[src/design/assert_macros.svh]
// ----------------------------------------------------------------------------
// assert_macros.svh
// Assertion shorthands shared by the frame receiver RTL; clocked on clk,
// disabled while rst is high.
// ----------------------------------------------------------------------------
`ifndef ASSERT_MACROS_SVH
`define ASSERT_MACROS_SVH

// Same-cycle implication.
`define ASSERT_NOW(label, ante, cons) \
  label: assert property (@(posedge clk) disable iff (rst) (ante) |-> (cons)) \
    else $error("assertion failed: same-cycle implication");

// Next-cycle implication.
`define ASSERT_NEXT(label, ante, cons) \
  label: assert property (@(posedge clk) disable iff (rst) (ante) |=> (cons)) \
    else $error("assertion failed: next-cycle implication");

`endif

[src/design/slcfr_pkg.sv]
`timescale 1ns / 1ps
// ----------------------------------------------------------------------------
// slcfr_pkg
// Constants, types and the CRC-8 step for the sync/length/CRC frame receiver.
// ----------------------------------------------------------------------------
package slcfr_pkg;

  localparam int BUF_DEPTH = 64;
  localparam int ADDR_W    = $clog2(BUF_DEPTH);
  localparam int LEN_W     = $clog2(BUF_DEPTH + 1);
  localparam int IDX_W     = 6;

  localparam logic [7:0] SYNC_FIRST  = 8'h55;
  localparam logic [7:0] SYNC_SECOND = 8'hAA;
  localparam logic [7:0] CRC_POLY    = 8'h07;
  localparam logic [7:0] CRC_TOP     = 8'h80;
  localparam logic [7:0] CRC_INIT    = 8'h00;

  localparam logic [LEN_W-1:0] EXP_LEN_RESET = LEN_W'(13);

  typedef enum logic [2:0] {
    PH_HUNT  = 3'd0,
    PH_SYNC2 = 3'd1,
    PH_LEN   = 3'd2,
    PH_DATA  = 3'd3,
    PH_CRC   = 3'd4
  } phase_t;

  typedef struct packed {
    logic              en;
    logic [ADDR_W-1:0] addr;
    logic [7:0]        data;
  } slcfr_wr_t;

  typedef struct packed {
    logic              en;
    logic [ADDR_W-1:0] addr;
  } slcfr_rd_t;

  typedef struct packed {
    logic             go;
    logic [LEN_W-1:0] len;
  } slcfr_start_t;

  // One byte through the CRC-8, MSB first.
  function automatic logic [7:0] crc_update(input logic [7:0] crc, input logic [7:0] b);
    logic [7:0] c;
    c = crc ^ b;
    for (int k = 0; k < 8; k++) begin
      if ((c & CRC_TOP) != 8'h00) begin
        c = (c << 1) ^ CRC_POLY;
      end else begin
        c = c << 1;
      end
    end
    return c;
  endfunction

endpackage

[src/design/slcfr_if.sv]
`timescale 1ns / 1ps
// ----------------------------------------------------------------------------
// slcfr_if
// Valid/ready channels: received bytes in, payload bytes out.
// ----------------------------------------------------------------------------
interface slcfr_in_if;
  logic       valid;
  logic       ready;
  logic [7:0] rx_byte;

  modport source (output valid, output rx_byte, input ready);
  modport sink   (input valid, input rx_byte, output ready);
endinterface

interface slcfr_out_if;
  logic                        valid;
  logic                        ready;
  logic [7:0]                  payload_byte;
  logic [slcfr_pkg::IDX_W-1:0] byte_index;
  logic                        last_byte;

  modport source (output valid, output payload_byte, output byte_index,
                  output last_byte, input ready);
  modport sink   (input valid, input payload_byte, input byte_index,
                  input last_byte, output ready);
endinterface

[src/design/slcfr_ram.sv]
`timescale 1ns / 1ps
// ----------------------------------------------------------------------------
// slcfr_ram
// Payload buffer: one write port, one read port, registered read data.
// ----------------------------------------------------------------------------
module slcfr_ram (
  input  logic                 clk,
  input  slcfr_pkg::slcfr_wr_t wr,
  input  slcfr_pkg::slcfr_rd_t rd,
  output logic [7:0]           rdata
);

  logic [7:0] mem [slcfr_pkg::BUF_DEPTH];

  always_ff @(posedge clk) begin
    if (wr.en) begin
      mem[wr.addr] <= wr.data;
    end
  end

  // rdata holds between reads
  always_ff @(posedge clk) begin
    if (rd.en) begin
      rdata <= mem[rd.addr];
    end
  end

endmodule

[src/design/slcfr_parser.sv]
`timescale 1ns / 1ps
// ----------------------------------------------------------------------------
// slcfr_parser
// Sync hunt, length check, payload capture and running CRC-8.
// ----------------------------------------------------------------------------
module slcfr_parser (
  input  logic                          clk,
  input  logic                          rst,
  slcfr_in_if.sink                      byte_ch,
  input  logic [slcfr_pkg::LEN_W-1:0]   expected_length,
  input  logic                          drain_busy,
  output slcfr_pkg::slcfr_wr_t          wr,
  output slcfr_pkg::slcfr_start_t       start
);

  localparam logic [7:0] DEPTH_B = 8'(slcfr_pkg::BUF_DEPTH);
  localparam logic [slcfr_pkg::LEN_W-1:0] DEPTH_L = slcfr_pkg::LEN_W'(slcfr_pkg::BUF_DEPTH);

  slcfr_pkg::phase_t phase, phase_next;
  logic [slcfr_pkg::LEN_W-1:0] frame_length;
  logic [slcfr_pkg::LEN_W-1:0] fill_index;
  logic [7:0]                  running_crc;

  logic       acc;
  logic [7:0] b;
  logic       len_ok;
  logic       frame_ok;
  logic [slcfr_pkg::LEN_W-1:0] fill_inc;

  // buffer is off limits while a drain reads it
  assign byte_ch.ready = !drain_busy;
  assign acc      = byte_ch.valid && byte_ch.ready;
  assign b        = byte_ch.rx_byte;
  assign len_ok   = (b != 8'h00) && (b <= DEPTH_B);
  assign frame_ok = (b == running_crc) && (frame_length == expected_length);
  assign fill_inc = fill_index + slcfr_pkg::LEN_W'(1);

  always_ff @(posedge clk) begin
    if (rst) begin
      phase <= slcfr_pkg::PH_HUNT;
    end else begin
      phase <= phase_next;
    end
  end

  always_comb begin
    phase_next = phase;
    unique case (phase)
      slcfr_pkg::PH_SYNC2: begin
        if (acc) phase_next = (b == slcfr_pkg::SYNC_SECOND) ? slcfr_pkg::PH_LEN
                                                            : slcfr_pkg::PH_HUNT;
      end
      slcfr_pkg::PH_LEN: begin
        if (acc) phase_next = len_ok ? slcfr_pkg::PH_DATA : slcfr_pkg::PH_HUNT;
      end
      slcfr_pkg::PH_DATA: begin
        if (acc && (fill_inc >= frame_length)) phase_next = slcfr_pkg::PH_CRC;
      end
      slcfr_pkg::PH_CRC: begin
        if (acc) phase_next = slcfr_pkg::PH_HUNT;
      end
      default: begin
        if (acc) phase_next = (b == slcfr_pkg::SYNC_FIRST) ? slcfr_pkg::PH_SYNC2
                                                           : slcfr_pkg::PH_HUNT;
      end
    endcase
  end

  always_comb begin
    wr.en     = 1'b0;
    wr.addr   = fill_index[slcfr_pkg::ADDR_W-1:0];
    wr.data   = b;
    start.go  = 1'b0;
    start.len = frame_length;
    unique case (phase)
      slcfr_pkg::PH_DATA: wr.en    = acc && (fill_index < DEPTH_L);
      slcfr_pkg::PH_CRC:  start.go = acc && frame_ok;
      default: ;
    endcase
  end

  always_ff @(posedge clk) begin
    if (rst) begin
      frame_length <= '0;
      fill_index   <= '0;
      running_crc  <= slcfr_pkg::CRC_INIT;
    end else if (acc) begin
      if (phase == slcfr_pkg::PH_LEN) begin
        frame_length <= b[slcfr_pkg::LEN_W-1:0];
        fill_index   <= '0;
        running_crc  <= slcfr_pkg::CRC_INIT;
      end else if (phase == slcfr_pkg::PH_DATA) begin
        fill_index  <= fill_inc;
        running_crc <= slcfr_pkg::crc_update(running_crc, b);
      end
    end
  end

endmodule

[src/design/slcfr_drain.sv]
`timescale 1ns / 1ps
// ----------------------------------------------------------------------------
// slcfr_drain
// Reads an accepted payload out of the buffer into the output register.
// ----------------------------------------------------------------------------
module slcfr_drain (
  input  logic                    clk,
  input  logic                    rst,
  input  slcfr_pkg::slcfr_start_t start,
  input  logic [7:0]              rdata,
  output slcfr_pkg::slcfr_rd_t    rd,
  output logic                    busy,
  slcfr_out_if.source             payload_ch
);

  logic [slcfr_pkg::LEN_W-1:0]  remaining;
  logic [slcfr_pkg::ADDR_W-1:0] rd_idx;
  logic                         rd_pending;
  logic [slcfr_pkg::IDX_W-1:0]  data_idx;
  logic                         data_last;
  logic                         out_valid;
  logic                         load;
  logic                         issue;

  // rd_pending: rdata holds an entry not yet moved to the output register
  assign busy  = (remaining != '0) || rd_pending;
  assign load  = rd_pending && (!out_valid || payload_ch.ready);
  assign issue = (remaining != '0) && (!rd_pending || load);

  assign rd.en   = issue;
  assign rd.addr = rd_idx;
  assign payload_ch.valid = out_valid;

  always_ff @(posedge clk) begin
    if (rst) begin
      remaining  <= '0;
      rd_idx     <= '0;
      rd_pending <= 1'b0;
      out_valid  <= 1'b0;
    end else begin
      if (start.go) begin
        remaining <= start.len;
        rd_idx    <= '0;
      end else if (issue) begin
        remaining <= remaining - slcfr_pkg::LEN_W'(1);
        rd_idx    <= rd_idx + slcfr_pkg::ADDR_W'(1);
      end
      if (issue) begin
        rd_pending <= 1'b1;
      end else if (load) begin
        rd_pending <= 1'b0;
      end
      if (load) begin
        out_valid <= 1'b1;
      end else if (payload_ch.ready) begin
        out_valid <= 1'b0;
      end
    end
  end

  always_ff @(posedge clk) begin
    if (issue) begin
      data_idx  <= slcfr_pkg::IDX_W'(rd_idx);
      data_last <= (remaining == slcfr_pkg::LEN_W'(1));
    end
    if (load) begin
      payload_ch.payload_byte <= rdata;
      payload_ch.byte_index   <= data_idx;
      payload_ch.last_byte    <= data_last;
    end
  end

`include "assert_macros.svh"

  `ASSERT_NOW(a_start_when_idle, start.go, !busy)
  `ASSERT_NOW(a_issue_has_work, issue, remaining != '0)
  `ASSERT_NEXT(a_issue_fills_stage, issue, rd_pending)

endmodule

[src/design/sync_length_crc8_frame_receiver_core.sv]
`timescale 1ns / 1ps
// ----------------------------------------------------------------------------
// sync_length_crc8_frame_receiver_core
// Deframer for 0x55 0xAA / length / payload / CRC-8 frames.
// ----------------------------------------------------------------------------
// Received bytes enter one per cycle on byte_ch while byte_ch.ready is
// high. The parser hunts for the sync pair 0x55 0xAA, takes a length of 1
// to 64, writes that many payload bytes into a 64-entry synchronous buffer
// while updating a CRC-8 (poly 0x07, init 0, MSB first), then checks the
// CRC byte. A frame whose CRC matches and whose length equals
// expected_length is read back out of the buffer and sent on payload_ch one
// byte per transaction, with its index and last_byte on the final byte; any
// other frame is dropped silently. After a good CRC byte, ready stays low
// while the drain reads the buffer, which is one read per cycle on the
// single read port while payload_ch does not stall. The last byte sits in
// the output register, and input is taken again while it waits. Reads and
// writes to the buffer never overlap: the parser writes only while no drain
// is running. The buffer needs no clearing after reset; only entries
// written by the current frame are ever read. expected_length (reset 13) is
// written through cfg_wr_en / cfg_wr_data; the user must do so only while
// the block is idle, which the block itself does not enforce.
// ----------------------------------------------------------------------------
module sync_length_crc8_frame_receiver_core (
  input  logic                        clk,
  input  logic                        rst,
  input  logic                        cfg_wr_en,
  input  logic [slcfr_pkg::LEN_W-1:0] cfg_wr_data,
  slcfr_in_if.sink                    byte_ch,
  slcfr_out_if.source                 payload_ch
);

  logic [slcfr_pkg::LEN_W-1:0] expected_length;

  slcfr_pkg::slcfr_wr_t    wr;
  slcfr_pkg::slcfr_rd_t    rd;
  slcfr_pkg::slcfr_start_t start;
  logic [7:0]              rdata;
  logic                    drain_busy;

  // configuration register
  always_ff @(posedge clk) begin
    if (rst) begin
      expected_length <= slcfr_pkg::EXP_LEN_RESET;
    end else if (cfg_wr_en) begin
      expected_length <= cfg_wr_data;
    end
  end

  // front end: framing state, CRC, buffer writes
  slcfr_parser u_parser (
    .clk             (clk),
    .rst             (rst),
    .byte_ch         (byte_ch),
    .expected_length (expected_length),
    .drain_busy      (drain_busy),
    .wr              (wr),
    .start           (start)
  );

  // payload buffer
  slcfr_ram u_ram (
    .clk   (clk),
    .wr    (wr),
    .rd    (rd),
    .rdata (rdata)
  );

  // back end: buffer read-out to payload_ch
  slcfr_drain u_drain (
    .clk        (clk),
    .rst        (rst),
    .start      (start),
    .rdata      (rdata),
    .rd         (rd),
    .busy       (drain_busy),
    .payload_ch (payload_ch)
  );

`include "assert_macros.svh"

  // write and read ports are interlocked through byte_ch.ready
  `ASSERT_NOW(a_no_rw_overlap, wr.en, !rd.en)

endmodule
[src/flat_wrapper.sv]
// flat-port wrapper written by rule: the top's interface ports become plain ports
module sync_length_crc8_frame_receiver_core_flat 
  (clk, rst, cfg_wr_en, cfg_wr_data, byte_ch_valid, byte_ch_rx_byte, byte_ch_ready, payload_ch_valid, payload_ch_payload_byte, payload_ch_byte_index, payload_ch_last_byte, payload_ch_ready);
  slcfr_in_if byte_ch_i ();
  slcfr_out_if payload_ch_i ();
  input  logic clk;
  input  logic rst;
  input  logic cfg_wr_en;
  input  logic [slcfr_pkg::LEN_W-1:0] cfg_wr_data;
  input wire logic [$bits(byte_ch_i.valid)-1:0] byte_ch_valid;
  input wire logic [$bits(byte_ch_i.rx_byte)-1:0] byte_ch_rx_byte;
  output wire logic [$bits(byte_ch_i.ready)-1:0] byte_ch_ready;
  output wire logic [$bits(payload_ch_i.valid)-1:0] payload_ch_valid;
  output wire logic [$bits(payload_ch_i.payload_byte)-1:0] payload_ch_payload_byte;
  output wire logic [$bits(payload_ch_i.byte_index)-1:0] payload_ch_byte_index;
  output wire logic [$bits(payload_ch_i.last_byte)-1:0] payload_ch_last_byte;
  input wire logic [$bits(payload_ch_i.ready)-1:0] payload_ch_ready;
  assign byte_ch_i.valid = byte_ch_valid;
  assign byte_ch_i.rx_byte = byte_ch_rx_byte;
  assign byte_ch_ready = byte_ch_i.ready;
  assign payload_ch_valid = payload_ch_i.valid;
  assign payload_ch_payload_byte = payload_ch_i.payload_byte;
  assign payload_ch_byte_index = payload_ch_i.byte_index;
  assign payload_ch_last_byte = payload_ch_i.last_byte;
  assign payload_ch_i.ready = payload_ch_ready;
  sync_length_crc8_frame_receiver_core u_core (.clk(clk), .rst(rst), .cfg_wr_en(cfg_wr_en), .cfg_wr_data(cfg_wr_data), .byte_ch(byte_ch_i), .payload_ch(payload_ch_i));
endmodule
[config.mk]
export PLATFORM = sky130hd
export DESIGN_NAME = sync_length_crc8_frame_receiver_core_flat
export DESIGN_NICKNAME = d
export VERILOG_FILES = /design/src/design/slcfr_pkg.sv /design/src/design/slcfr_if.sv /design/src/design/slcfr_ram.sv /design/src/design/slcfr_parser.sv /design/src/design/slcfr_drain.sv /design/src/design/sync_length_crc8_frame_receiver_core.sv /design/src/flat_wrapper.sv
export VERILOG_INCLUDE_DIRS = /design/src /design/src/design
export SDC_FILE = /design/constraint.sdc
export NUM_CORES = 1
export LEC_CHECK = 0
export BUFFER_PORTS_ARGS = -buffer_cell sky130_fd_sc_hd__buf_2
export CAP_MARGIN = 20
export CORE_MARGIN = 2
export CORE_UTILIZATION = 40
export CTS_BUF_LIST = sky130_fd_sc_hd__clkbuf_4 sky130_fd_sc_hd__clkbuf_8
export DETAILED_ROUTE_END_ITERATION = 6
export HOLD_SLACK_MARGIN = 0.05
export REMOVE_ABC_BUFFERS = 1
export SYNTH_ARGS = -nofsm -noshare
export SYNTH_HDL_FRONTEND = slang
export SYNTH_SLANG_ARGS = --single-unit
[constraint.sdc]
create_clock -name clk -period 5.3 [get_ports clk]
set_input_delay 0.53 -clock clk [delete_from_list [all_inputs] [get_ports clk]]
set_output_delay 0.53 -clock clk [all_outputs]
set_load 0.005 [all_outputs]
# After elaboration in Yosys (flattened, before gate mapping)
# Memory sizes are Yosys's and may differ from the RTL's. A register that Yosys moved wholly into a read port is not among the register bits.
# Cells that the tools add are included.
# op_classes
n_addsub	3
magnitude_cmp	3
eq_ne	13
mux	59
bitwise_logic	9
reduce_logical	25
# op_table
op	n
two-way mux 8 bit	30
two-way mux 3 bit	13
two-way mux 7 bit	4
inverter 3 bit	8
case mux 3 bit (4 select lines)	1
nonzero test 2 bit	5
two-way mux 1 bit	9
== test 8 x 7 -> 1 bit (second input constant)	1
== test 8 bit	1
== test 8 bit (second input constant)	1
<= comparator 8 x 7 -> 1 bit (second input constant)	1
logical AND 1 bit	8
inequality test 2 bit (second input constant)	4
nonzero test 8 bit	1
bitwise XOR 8 bit	1
adder 7 x 1 -> 7 bit (second input constant)	1
== test 7 x 1 -> 1 bit (second input constant)	1
== test 7 bit	1
>= comparator 7 bit	1
< comparator 7 bit (second input constant)	1
nonzero test 7 bit	1
subtractor 7 x 1 -> 7 bit (second input constant)	1
adder 6 x 1 -> 6 bit (second input constant)	1
== test 3 x 2 -> 1 bit (second input constant)	2
other kinds (8)	14
# totals
register_bits	69
ramBits	512
inputBits	20
output_inout_bits	17
wordCells	127
mem_count	1
# memory_table
name	depth	width	read_ports	rd_clocked_by_memory_dff	wr	line_no	text
u_core.u_ram.mem	64	8	1	1	1	slcfr_ram.sv:13	logic [7:0] mem [slcfr_pkg::BUF_DEPTH];

# Depth between registers and ports, before layout
# Gate-level depths: netlist of run 1.
# logic_depth
ltp_word	47
ltp_mapped	9
depth_no_buf	9

# Hierarchy
# Synthesis of run 1 repeated with hierarchy kept, for this count alone.
# unflattened
hier_cells	1296
area_unflattened_um2	23775.3
# modules_own_cells
module	instances	cells_per_inst	area_each_um2	seq_area_each_um2
slcfr_ram	1	940	20246.9	15615.0
slcfr_parser	1	218	1781.7	500.5
slcfr_drain	1	116	1487.7	960.9
sync_length_crc8_frame_receiver_core	1	22	259.0	140.1

# Worst setup path before layout of run 1
# OpenSTA, ideal clock, no wires.
# synth_timing
path_kind	flip-flop to flip-flop
from	register u_core.u_drain.remaining[0] (netlist name)
to	memory u_core.u_ram.mem[62][0], enable pin
setup_time_ps	370
t_arrival_ps	2223
required_ps	4930
slack_ps	2707
path_stages_with_launch	8
path_buffers	0
period_less_slack_ps	2593
cell_sequence	dfxtp_1 > inv_1 > ha_1 > nor4b_4 > nand4_4 > nor3_1 > nand3_1 > nor2_1
# synth_via
elab_chain_cells	8
# synth_lines
item	line_no	text
start: declaration	slcfr_drain.sv:16	logic [slcfr_pkg::LEN_W-1:0] remaining;
start signal: assignment	slcfr_drain.sv:42	remaining <= start.len;
start signal: assignment	slcfr_drain.sv:45	remaining <= remaining - slcfr_pkg::LEN_W'(1);
nonzero test 7 bit	slcfr_drain.sv:26	assign busy = (remaining != '0) || rd_pending;
logical OR 1 bit	slcfr_drain.sv:26	
zero test 1 bit	slcfr_parser.sv:31	assign byte_ch.ready = !drain_busy;
logical AND 1 bit	slcfr_parser.sv:32	assign acc = byte_ch.valid && byte_ch.ready;
logical AND 1 bit	slcfr_parser.sv:76	slcfr_pkg::PH_DATA: wr.en = acc && (fill_index < DEPTH_L);
two-way mux 1 bit	slcfr_parser.sv:75	unique case (phase)
two-way mux 1 bit	slcfr_ram.sv:16	if (wr.en) begin
two-way mux 1 bit (not written as such)	slcfr_ram.sv:17	mem[wr.addr] <= wr.data;
end: declaration	slcfr_ram.sv:13	
# No other way between the ends.

# Worst setup path in the final report of run 1
# layout_timing
from	register u_core.u_drain.remaining[0] (netlist name)
to	memory u_core.u_ram.mem[22][4], enable pin
# The elaborated chain is that of the path after synthesis.

==> summary.txt, run 1 <==
GLOBAL ROUTING
---------------------------------------------------------------------------------
Initial antenna violation count ....................................            4
Met3 routing resource usage after global routing ...................      0.03279
Global-route wire length before repair .............................     84.57 mm
Combined global-route utilization of all metal layers ..............       0.1905
Routing usage on met1 ..............................................       0.2677
GR met2 Demand/Resource ............................................       0.3006
Maximum number of pins on one net before global-route repair .......           71
Vias in the first global route .....................................        12830
GRT busiest layer ..................................................         met2
Total overflow reported by the global router .......................            0

WORST SETUP PATH
---------------------------------------------------------------------------------
Critical register-to-register path endpoint ........................ u_core.u_ram.mem[22][4]
Startpoint type of the worst setup path ............................         flop
Type of element capturing the critical path ........................         flop
WP data required ...................................................      5.59 ns
Origin of the critical flop-to-flop path ........................... u_core.u_drain.remaining[0]
CP Data Arrival Time ...............................................      4.12 ns
Register-to-register setup slack ...................................      1.48 ns
Worst R2R Path Depth ...............................................            7
Largest fanout of any net on the critical path .....................            8
Worst setup path category .......................................... flop to flop

YOSYS
---------------------------------------------------------------------------------
Async S/R FF share, synth ..........................................            0
FF+latch count, synth ..............................................          589
Number of unique standard cell types used by synthesis .............           59
Post-synthesis cell count ..........................................         1335
Share of the synthesized area in the top cell type .................       0.6912
Netlist area before placement ......................................   23550 um^2
Library cell occupying the most area in the post-synthesis netlist . sky130_fd_sc_hd__edfxtp_1
Number of synthesized flops with an enable pin .....................          542
Synth Warn # .......................................................            0
Top FF cell, synth ................................................. sky130_fd_sc_hd__edfxtp_1
Main area contributors after synthesis ............................. sky130_fd_sc_hd__edfxtp_1 69%, sky130_fd_sc_hd__mux4_2 9.3%, sky130_fd_sc_hd__dfxtp_1 4.0%
Sequential area share after synthesis ..............................       0.7312
Mean Syn Cell Area .................................................   17.64 um^2

FINISH
---------------------------------------------------------------------------------
Fin util ...........................................................       0.4585
Layout-stage area growth over the synthesis result .................       12.77%
Fin area ...........................................................   26550 um^2
Share of post-route cells with drive strength above 1 ..............       0.2247
Number of nets in the finished design ..............................         1458

POWER
---------------------------------------------------------------------------------
Share of total power in the clock network ..........................        0.353
Internal Dissipation ...............................................     8.338 mW
Switching power summed over all nets ...............................     2.968 mW
Seq pwr share ......................................................        0.486
Worst VDD drop .....................................................  0.0002316 V
Static leakage .....................................................     8.333 nW
Switching portion of total power ...................................       0.2625
Power per standard cell area ....................................... 425.8 nW/um^2
Total Power ........................................................     11.31 mW
Comb power frac ....................................................        0.160

FLOORPLANNING
---------------------------------------------------------------------------------
Initial Util .......................................................       0.4066
Floorplan die height ...............................................     246.6 um
Placeable core region ..............................................   57920 um^2
Number of rows created at floorplan ................................           88
Num ports ..........................................................           37
Total Die Area .....................................................   60820 um^2
Chip width .........................................................     246.6 um

STA
---------------------------------------------------------------------------------
Final Critical Period ..............................................     3.824 ns
Part of the cycle the worst path needs .............................       0.7216
Fin. max-slew vios .................................................            0
Maximum clock frequency ............................................    261.5 MHz
Worst-Margin Slew ..................................................     1.139 ns
Hold violation count in the final report ...........................            0
RSZ-0062 raised after global routing ...............................        false
Normalized max-slew margin .........................................       0.2385
Clk_skew ...........................................................   0.02653 ns
Final Setup Violations .............................................            0

CLOCK NETWORK
---------------------------------------------------------------------------------
Maximum buffer depth of the clock tree .............................            3
TritonCTS clock tree ...............................................        built
CTS clock-pin slew for the worst setup and hold paths ..............      0.06 ns
Cell at the root of the clock tree ................................. sky130_fd_sc_hd__clkbuf_8
Worst-skew pair later-pin latency ..................................      0.68 ns
Count of H-tree levels built during CTS ............................            3
Number of sinks handled by clock tree synthesis ....................          589
Num CTS Buffers ....................................................           96

ROUTE
---------------------------------------------------------------------------------
Total wire length after detailed routing ...........................     57.08 mm
Per-cell routed wire length ........................................     25.19 um
First-pass iteration count of the detailed router ..................            5
Vias per cell ......................................................        5.576
Overall via count from detail_route ................................        12640
ANT nets after route ...............................................            0
# DRC ..............................................................            0
DRC violation total after the first TritonRoute iteration ..........         1225

PLACE
---------------------------------------------------------------------------------
Number of port buffers .............................................           36
Area after DPL .....................................................   24530 um^2
Last weighted congestion value of the routability-driven placer ....       0.8298
Estimated wirelength of the detail-placed design ...................     33.97 mm

HOLD PATH
---------------------------------------------------------------------------------
Number of stages on the worst hold path ............................            3
Min-Delay Startpoint ............................................... cfg_wr_data[1]
Classification of the worst-slack hold path ........................ primary input to flop
Sink of the worst hold path ........................................ u_core.expected_length[1]

RUN STATUS
---------------------------------------------------------------------------------
Outcome ............................................................ complete, no violations

FLOW RUN
---------------------------------------------------------------------------------
Count of max-cap constraint violations .............................            0

==> synthesized netlist by cell type, types with 4 or more instances <==
master / instances
sky130_fd_sc_hd__a221oi_1: 7
sky130_fd_sc_hd__mux2i_1: 74
sky130_fd_sc_hd__edfxtp_1: 542
sky130_fd_sc_hd__xor2_1: 17
sky130_fd_sc_hd__or3_1: 6
sky130_fd_sc_hd__nand3_1: 14
sky130_fd_sc_hd__mux4_2: 97
sky130_fd_sc_hd__ha_1: 14
sky130_fd_sc_hd__buf_1: 11
sky130_fd_sc_hd__buf_4: 8
sky130_fd_sc_hd__and3_1: 4
sky130_fd_sc_hd__nand3b_1: 6
sky130_fd_sc_hd__xnor2_1: 27
sky130_fd_sc_hd__buf_2: 18
sky130_fd_sc_hd__and3b_1: 4
sky130_fd_sc_hd__nand2_1: 58
sky130_fd_sc_hd__o22ai_1: 30
sky130_fd_sc_hd__nor2_1: 127
sky130_fd_sc_hd__inv_1: 12
sky130_fd_sc_hd__nor2b_1: 9
sky130_fd_sc_hd__mux2_2: 13
sky130_fd_sc_hd__dfxtp_1: 47
sky130_fd_sc_hd__clkbuf_1: 29
sky130_fd_sc_hd__nor3_1: 19
sky130_fd_sc_hd__a2111oi_0: 6
sky130_fd_sc_hd__o21ai_0: 11
sky130_fd_sc_hd__a32oi_1: 4
sky130_fd_sc_hd__a21oi_1: 33
sky130_fd_sc_hd__a211oi_1: 10
sky130_fd_sc_hd__a22oi_1: 6
sky130_fd_sc_hd__a211o_1: 14
sky130_fd_sc_hd__a31oi_1: 9
==> cell families (layout without fill, tap and decap cells) <==
kind of cell / after synthesis / count (layout) / share of synthesized area
multiplexers: 184 / 184 / 0.1305
AND/OR/NAND/NOR: 276 / 276 / 0.05686
flip-flops: 589 / 589 / 0.7312
XOR/XNOR: 44 / 44 / 0.01637
other: 0 / 1 / 0
AO/OA/AOI/OAI: 146 / 146 / 0.04177
adder cells (fa/ha/maj): 14 / 14 / 0.007439
buffers and inverters: 82 / 247 / 0.01594
==> registers in the layout, summed over array words and instances (netlist names) <==
| name | cells |
|---|---|
| u_core.u_ram.mem | 512 |
| u_core.u_drain.payload_ch.payload_byte | 8 |
| u_core.u_parser.running_crc | 8 |
| u_core.u_ram.rdata | 8 |
| u_core.expected_length | 7 |
| u_core.u_drain.remaining | 7 |
| u_core.u_parser.fill_index | 7 |
| u_core.u_parser.frame_length | 7 |
| u_core.u_drain.data_idx | 6 |
| u_core.u_drain.payload_ch.byte_index | 6 |
| u_core.u_drain.rd_idx | 6 |
| u_core.u_parser.phase | 3 |
| u_core.u_drain.data_last | 1 |
| u_core.u_drain.payload_ch.last_byte | 1 |
| u_core.u_drain.payload_ch.valid | 1 |
| u_core.u_drain.rd_pending | 1 |
==> worst max-delay path by stage <==
stage | from | to | slack, ns | cells after the start
floorplan | u_core.u_drain.rd_idx[0] | u_core.u_ram.rdata[4] | -1.98 | 5
global route | u_core.u_drain.remaining[0] | u_core.u_ram.mem[22][2] | 1.21 | 7
finish | u_core.u_drain.remaining[0] | u_core.u_ram.mem[22][4] | 1.48 | 7
global placement | u_core.u_drain.remaining[0] | u_core.u_ram.mem[22][2] | 1.62 | 7
detailed placement | u_core.u_drain.remaining[0] | u_core.u_ram.mem[22][1] | 1.50 | 7
CTS | u_core.u_drain.remaining[0] | u_core.u_ram.mem[22][1] | 1.45 | 7
==> final cells by class <==
type | instances | area, um^2
timing repair buffer | 59 | 392.9
multi-input combinational | 664 | 5969
inverter | 14 | 52.55
tap | 765 | 957.2
fill | 5011 | 31360
clock inverter | 41 | 316.6
antenna | 1 | 2.502
sequential | 589 | 17230
clock buffer | 133 | 1637
==> worst max-delay path: stages (launching register included) <==
cell and delay, ns:
sky130_fd_sc_hd__dfxtp_1 0.32, sky130_fd_sc_hd__inv_1 0.09, sky130_fd_sc_hd__ha_1 0.23, sky130_fd_sc_hd__nor4b_4 0.59, sky130_fd_sc_hd__nand4_4 0.24, sky130_fd_sc_hd__nor3_1 0.38, sky130_fd_sc_hd__nand3_1 0.74, sky130_fd_sc_hd__nor2_1 0.83
==> per-layer routing <==
metal | wire length, um | vias to the layer above
li1 | - | 5509
met1 | 24810 | 6552
met2 | 27000 | 481
met3 | 3837 | 93
met4 | 1428 | 0
met5 | 0 | -
==> cell usage in the layout, fill, tap and decap left out, types with 5 or more instances in the layout <==
| master | count |
|---|---|
| sky130_fd_sc_hd__dfxtp_1 | 44 |
| sky130_fd_sc_hd__nand3b_1 | 6 |
| sky130_fd_sc_hd__clkinv_2 | 16 |
| sky130_fd_sc_hd__xnor2_1 | 27 |
| sky130_fd_sc_hd__a21oi_1 | 33 |
| sky130_fd_sc_hd__mux4_2 | 97 |
| sky130_fd_sc_hd__o22ai_1 | 30 |
| sky130_fd_sc_hd__mux2i_1 | 74 |
| sky130_fd_sc_hd__nor3_1 | 19 |
| sky130_fd_sc_hd__o21ai_0 | 11 |
| sky130_fd_sc_hd__nor2b_1 | 9 |
| sky130_fd_sc_hd__inv_1 | 12 |
| sky130_fd_sc_hd__a2111oi_0 | 6 |
| sky130_fd_sc_hd__or3_1 | 6 |
| sky130_fd_sc_hd__clkbuf_4 | 31 |
| sky130_fd_sc_hd__nor2_1 | 127 |
| sky130_fd_sc_hd__xor2_1 | 17 |
| sky130_fd_sc_hd__buf_4 | 15 |
| sky130_fd_sc_hd__buf_2 | 36 |
| sky130_fd_sc_hd__bufinv_16 | 5 |
| sky130_fd_sc_hd__a22oi_1 | 6 |
| sky130_fd_sc_hd__a211o_1 | 14 |
| sky130_fd_sc_hd__mux2_2 | 13 |
| sky130_fd_sc_hd__a221oi_1 | 7 |
| sky130_fd_sc_hd__nand3_1 | 14 |
| sky130_fd_sc_hd__a31oi_1 | 9 |
| sky130_fd_sc_hd__clkbuf_8 | 102 |
| sky130_fd_sc_hd__ha_1 | 14 |
| sky130_fd_sc_hd__a211oi_1 | 10 |
| sky130_fd_sc_hd__nand2_1 | 58 |
| sky130_fd_sc_hd__dlygate4sd3_1 | 6 |
| sky130_fd_sc_hd__clkinv_1 | 19 |
| sky130_fd_sc_hd__edfxtp_1 | 542 |
==> power groups by stage <==
stage	logic (mW)	clock network [mW]	registers, mW
after global routing	1.93	4.28	5.52
after detailed placement	1.83	0	5.60
after CTS	1.84	4.08	5.51
after floorplan	1.24	0	5.69
after global placement	1.83	0	5.60
final	1.81	3.99	5.50
==> per-stage QoR <==
| stage | setup TNS (ns) | setup WS (ns) | instances | hold slack (ns) |
|---|---|---|---|---|
| final | 0 | 1.476 | 2266 | 0.1029 |
| after global routing | 0 | 1.209 | 2266 | 0.1043 |
| after CTS | 0 | 1.452 | 2264 | 0.05044 |
| after detailed placement | 0 | 1.503 | 2084 | 0.4071 |
| after global placement | 0 | 1.624 | 2084 | 0.4013 |
| after floorplan | -19.10 | -1.984 | 1267 | 0.4003 |
==> what timing repair did <==
| action | CTS | global route |
|---|---|---|
| buffers inserted | 0 | 0 |
| hold buffers | 6 | 0 |
| setup endpoints to repair | 0 | 0 |
| gates resized for setup | 0 | 0 |
| endpoints found under the hold margin | 6 | 0 |
No activity file was read; power rests on OpenSTA's default activity.
==> inputs of run 2 (changes only) <==
Clock period 5.3 ns to 3.41 ns, I/O delays scaled along.
==> summary.txt, run 2 (synthesis gave the netlist of run 1 again) <==
ROUTE
----------------------------------------------------------------------------------
Overall via count from detail_route .................................        13070
ANT nets after route ................................................            0
First-pass iteration count of the detailed router ...................            7
DRC violation total after the first TritonRoute iteration ...........         1216
# DRC ...............................................................            1
Per-cell routed wire length .........................................     25.11 um
Total wire length after detailed routing ............................     59.79 mm
Vias per cell .......................................................        5.489

FLOORPLANNING
----------------------------------------------------------------------------------
Chip width ..........................................................     246.6 um
Floorplan die height ................................................     246.6 um
Initial Util ........................................................       0.4066
Placeable core region ...............................................   57920 um^2
Num ports ...........................................................           37
Total Die Area ......................................................   60820 um^2
Number of rows created at floorplan .................................           88

FINISH
----------------------------------------------------------------------------------
Layout filler cell count ............................................         4976
Layout-stage area growth over the synthesis result ..................       16.55%
Area occupied by registers ..........................................   17230 um^2
Number of nets in the finished design ...............................         1570
Leading cell types in the layout, fill and taps excluded ............ 542 x sky130_fd_sc_hd__edfxtp_1, 127 x sky130_fd_sc_hd__nor2_1, 115 x sky130_fd_sc_hd__buf_4, 102 x sky130_fd_sc_hd__clkbuf_8, 97 x sky130_fd_sc_hd__mux4_2
Non-Filler Instances ................................................         2381
Largest reg by FF count ............................................. u_core.u_ram.mem
Flip-flop count of the largest register, all copies and words added .          512
Fin area ............................................................   27440 um^2
Share of post-route cells with drive strength above 1 ...............       0.2700
Fin util ............................................................       0.4739
Most common cell after layout, fill and taps aside .................. sky130_fd_sc_hd__edfxtp_1
Footprint of the multi-input gates ..................................    5969 um^2

CLOCK NETWORK
----------------------------------------------------------------------------------
Cell at the root of the clock tree .................................. sky130_fd_sc_hd__clkbuf_8
Num CTS Buffers .....................................................           97
Buffer count from post-CTS setup fixing .............................            0
TritonCTS clock tree ................................................        built
Number of sinks handled by clock tree synthesis .....................          589
Maximum buffer depth of the clock tree ..............................            3
CTS clock-pin slew for the worst setup and hold paths ...............      0.06 ns
Worst-skew pair later-pin latency ...................................      0.68 ns
Count of H-tree levels built during CTS .............................            3

STA
----------------------------------------------------------------------------------
Hold slack final ....................................................    0.1303 ns
RSZ-0062 raised after global routing ................................        false
Normalized max-slew margin ..........................................       0.3414
Clk_skew ............................................................   0.02739 ns
Worst-Margin Slew ...................................................    0.9879 ns
Final Critical Period ...............................................     2.972 ns
Maximum clock frequency .............................................    336.5 MHz
Part of the cycle the worst path needs ..............................       0.8715
Fin. max-slew vios ..................................................            0
Final worst slack ...................................................    0.4381 ns
Final Setup Violations ..............................................            0
Setup Total Neg Slack ...............................................         0 ns
Hold violation count in the final report ............................            0

HOLD PATH
----------------------------------------------------------------------------------
Number of stages on the worst hold path .............................            3
Classification of the worst-slack hold path ......................... primary input to flop

WORST SETUP PATH
----------------------------------------------------------------------------------
Sequence of cells on the critical path .............................. buf_4, mux4_2, a22o_1, o41ai_1, a21oi_1, a31o_2
Worst setup endpoint ................................................ u_core.u_ram.rdata[6]
Worst R2R Path Depth ................................................            6
Launching instance or port of the critical path ..................... u_core.u_drain.rd_idx[0]
Largest incremental delay on the critical path ......................      0.77 ns
Type of element capturing the critical path .........................         flop
Slowest cell on the critical path ................................... sky130_fd_sc_hd__dfxtp_4
Cell depth of the worst setup path ..................................            6
Worst path bufs/invs ................................................            1
Critical register-to-register path endpoint ......................... u_core.u_ram.rdata[6]
Worst setup path category ........................................... flop to flop
Startpoint type of the worst setup path .............................         flop
Kind of cell with the highest combined delay on the critical path ... compound AO/OA/AOI/OAI gates
WP data required ....................................................      3.85 ns
CP Data Arrival Time ................................................      3.41 ns
Register-to-register setup slack ....................................      0.44 ns
Origin of the critical flop-to-flop path ............................ u_core.u_drain.rd_idx[0]
Largest fanout of any net on the critical path ......................           30

PLACE
----------------------------------------------------------------------------------
Number of cells after detailed placement ............................         2186
Area after DPL ......................................................   25310 um^2
Estimated wirelength of the detail-placed design ....................     37.26 mm
Number of port buffers ..............................................           36
Last weighted congestion value of the routability-driven placer .....       0.8726
Setup WS pre-CTS ....................................................    0.4101 ns

GLOBAL ROUTING
----------------------------------------------------------------------------------
Combined global-route utilization of all metal layers ...............       0.2008
Global-route wire length before repair ..............................     88.29 mm
Maximum number of pins on one net before global-route repair ........           71
Total overflow reported by the global router ........................            0
Initial antenna violation count .....................................            3
Vias in the first global route ......................................        13410

RUN STATUS
----------------------------------------------------------------------------------
Failing checks ......................................................          DRC
Outcome ............................................................. complete, but fails checks

POWER
----------------------------------------------------------------------------------
Static leakage ......................................................     8.902 nW
Power per standard cell area ........................................ 650.0 nW/um^2
Worst VDD drop ......................................................  0.0003522 V
Total Power .........................................................     17.84 mW

FLOW RUN
----------------------------------------------------------------------------------
Count of max-cap constraint violations ..............................            0

==> run 2: cell types whose count changed in the layout (fill, tap and decap cells not counted), sizes merged <==
cell	change
buf	+101
clkbuf	-1
clkinv	+3
clkinvlp	-2
dlygate4sd3	+10
inv	+4
==> run 2: worst min path at each step <==
stage,startpoint,end,slack (ns)
floorplan,u_core.u_drain.data_idx[0],u_core.u_drain.payload_ch.byte_index[0],0.40
global placement,u_core.u_drain.data_last,u_core.u_drain.payload_ch.last_byte,0.40
detailed placement,u_core.u_drain.data_idx[5],u_core.u_drain.payload_ch.byte_index[5],0.40
CTS,byte_ch_rx_byte[5],u_core.u_parser.frame_length[5],0.07
global route,byte_ch_rx_byte[5],u_core.u_ram.mem[26][5],0.14
finish,byte_ch_rx_byte[5],u_core.u_parser.frame_length[5],0.13
==> run 2: final cells by class <==
| class | instances | share of cell area |
|---|---|---|
| Sequential cell | 589 | 0.6277 |
| Multi-Input combinational cell | 664 | 0.2175 |
| Clock buffer | 132 | 0.05936 |
| Timing Repair Buffer | 170 | 0.04605 |
| Tap cell | 765 | 0.03488 |
| Clock inverter | 46 | 0.01254 |
| Inverter | 14 | 0.001915 |
| Antenna cell | 1 | 0.00009118 |
==> run 2: repair_timing <==
item	CTS	global route
hold endpoints to repair	10	0
hold buffers	16	0
resized for setup	0	0
==> run 2: where the power goes <==
group | switching (mW) | total, mW | internal, mW | leakage (nW)
Sequential | 0.264 | 8.46 | 8.20 | 5.29
Clock | 2.78 | 6.27 | 3.48 | 1.05
Combinational | 1.73 | 3.11 | 1.39 | 2.57
Total | 4.77 | 17.8 | 13.1 | 8.90
==> run 2: worst reg2reg max path: stages, from the launching register on <==
cell                      delay, ns
sky130_fd_sc_hd__dfxtp_4       0.77
sky130_fd_sc_hd__buf_4         0.50
sky130_fd_sc_hd__mux4_2        0.55
sky130_fd_sc_hd__a22o_1        0.29
sky130_fd_sc_hd__o41ai_1       0.32
sky130_fd_sc_hd__a21oi_1       0.09
sky130_fd_sc_hd__a31o_2        0.23
==> run 2: metal layers <==
metal | wire length [um] | up-vias | GRT usage
met2 | 28170 | 506 | 0.3151
met3 | 4271 | 123 | 0.04325
met4 | 2063 | 2 | 0.08434
met5 | 14 | - | 0
met1 | 25270 | 6720 | 0.2718
li1 | - | 5719 | -
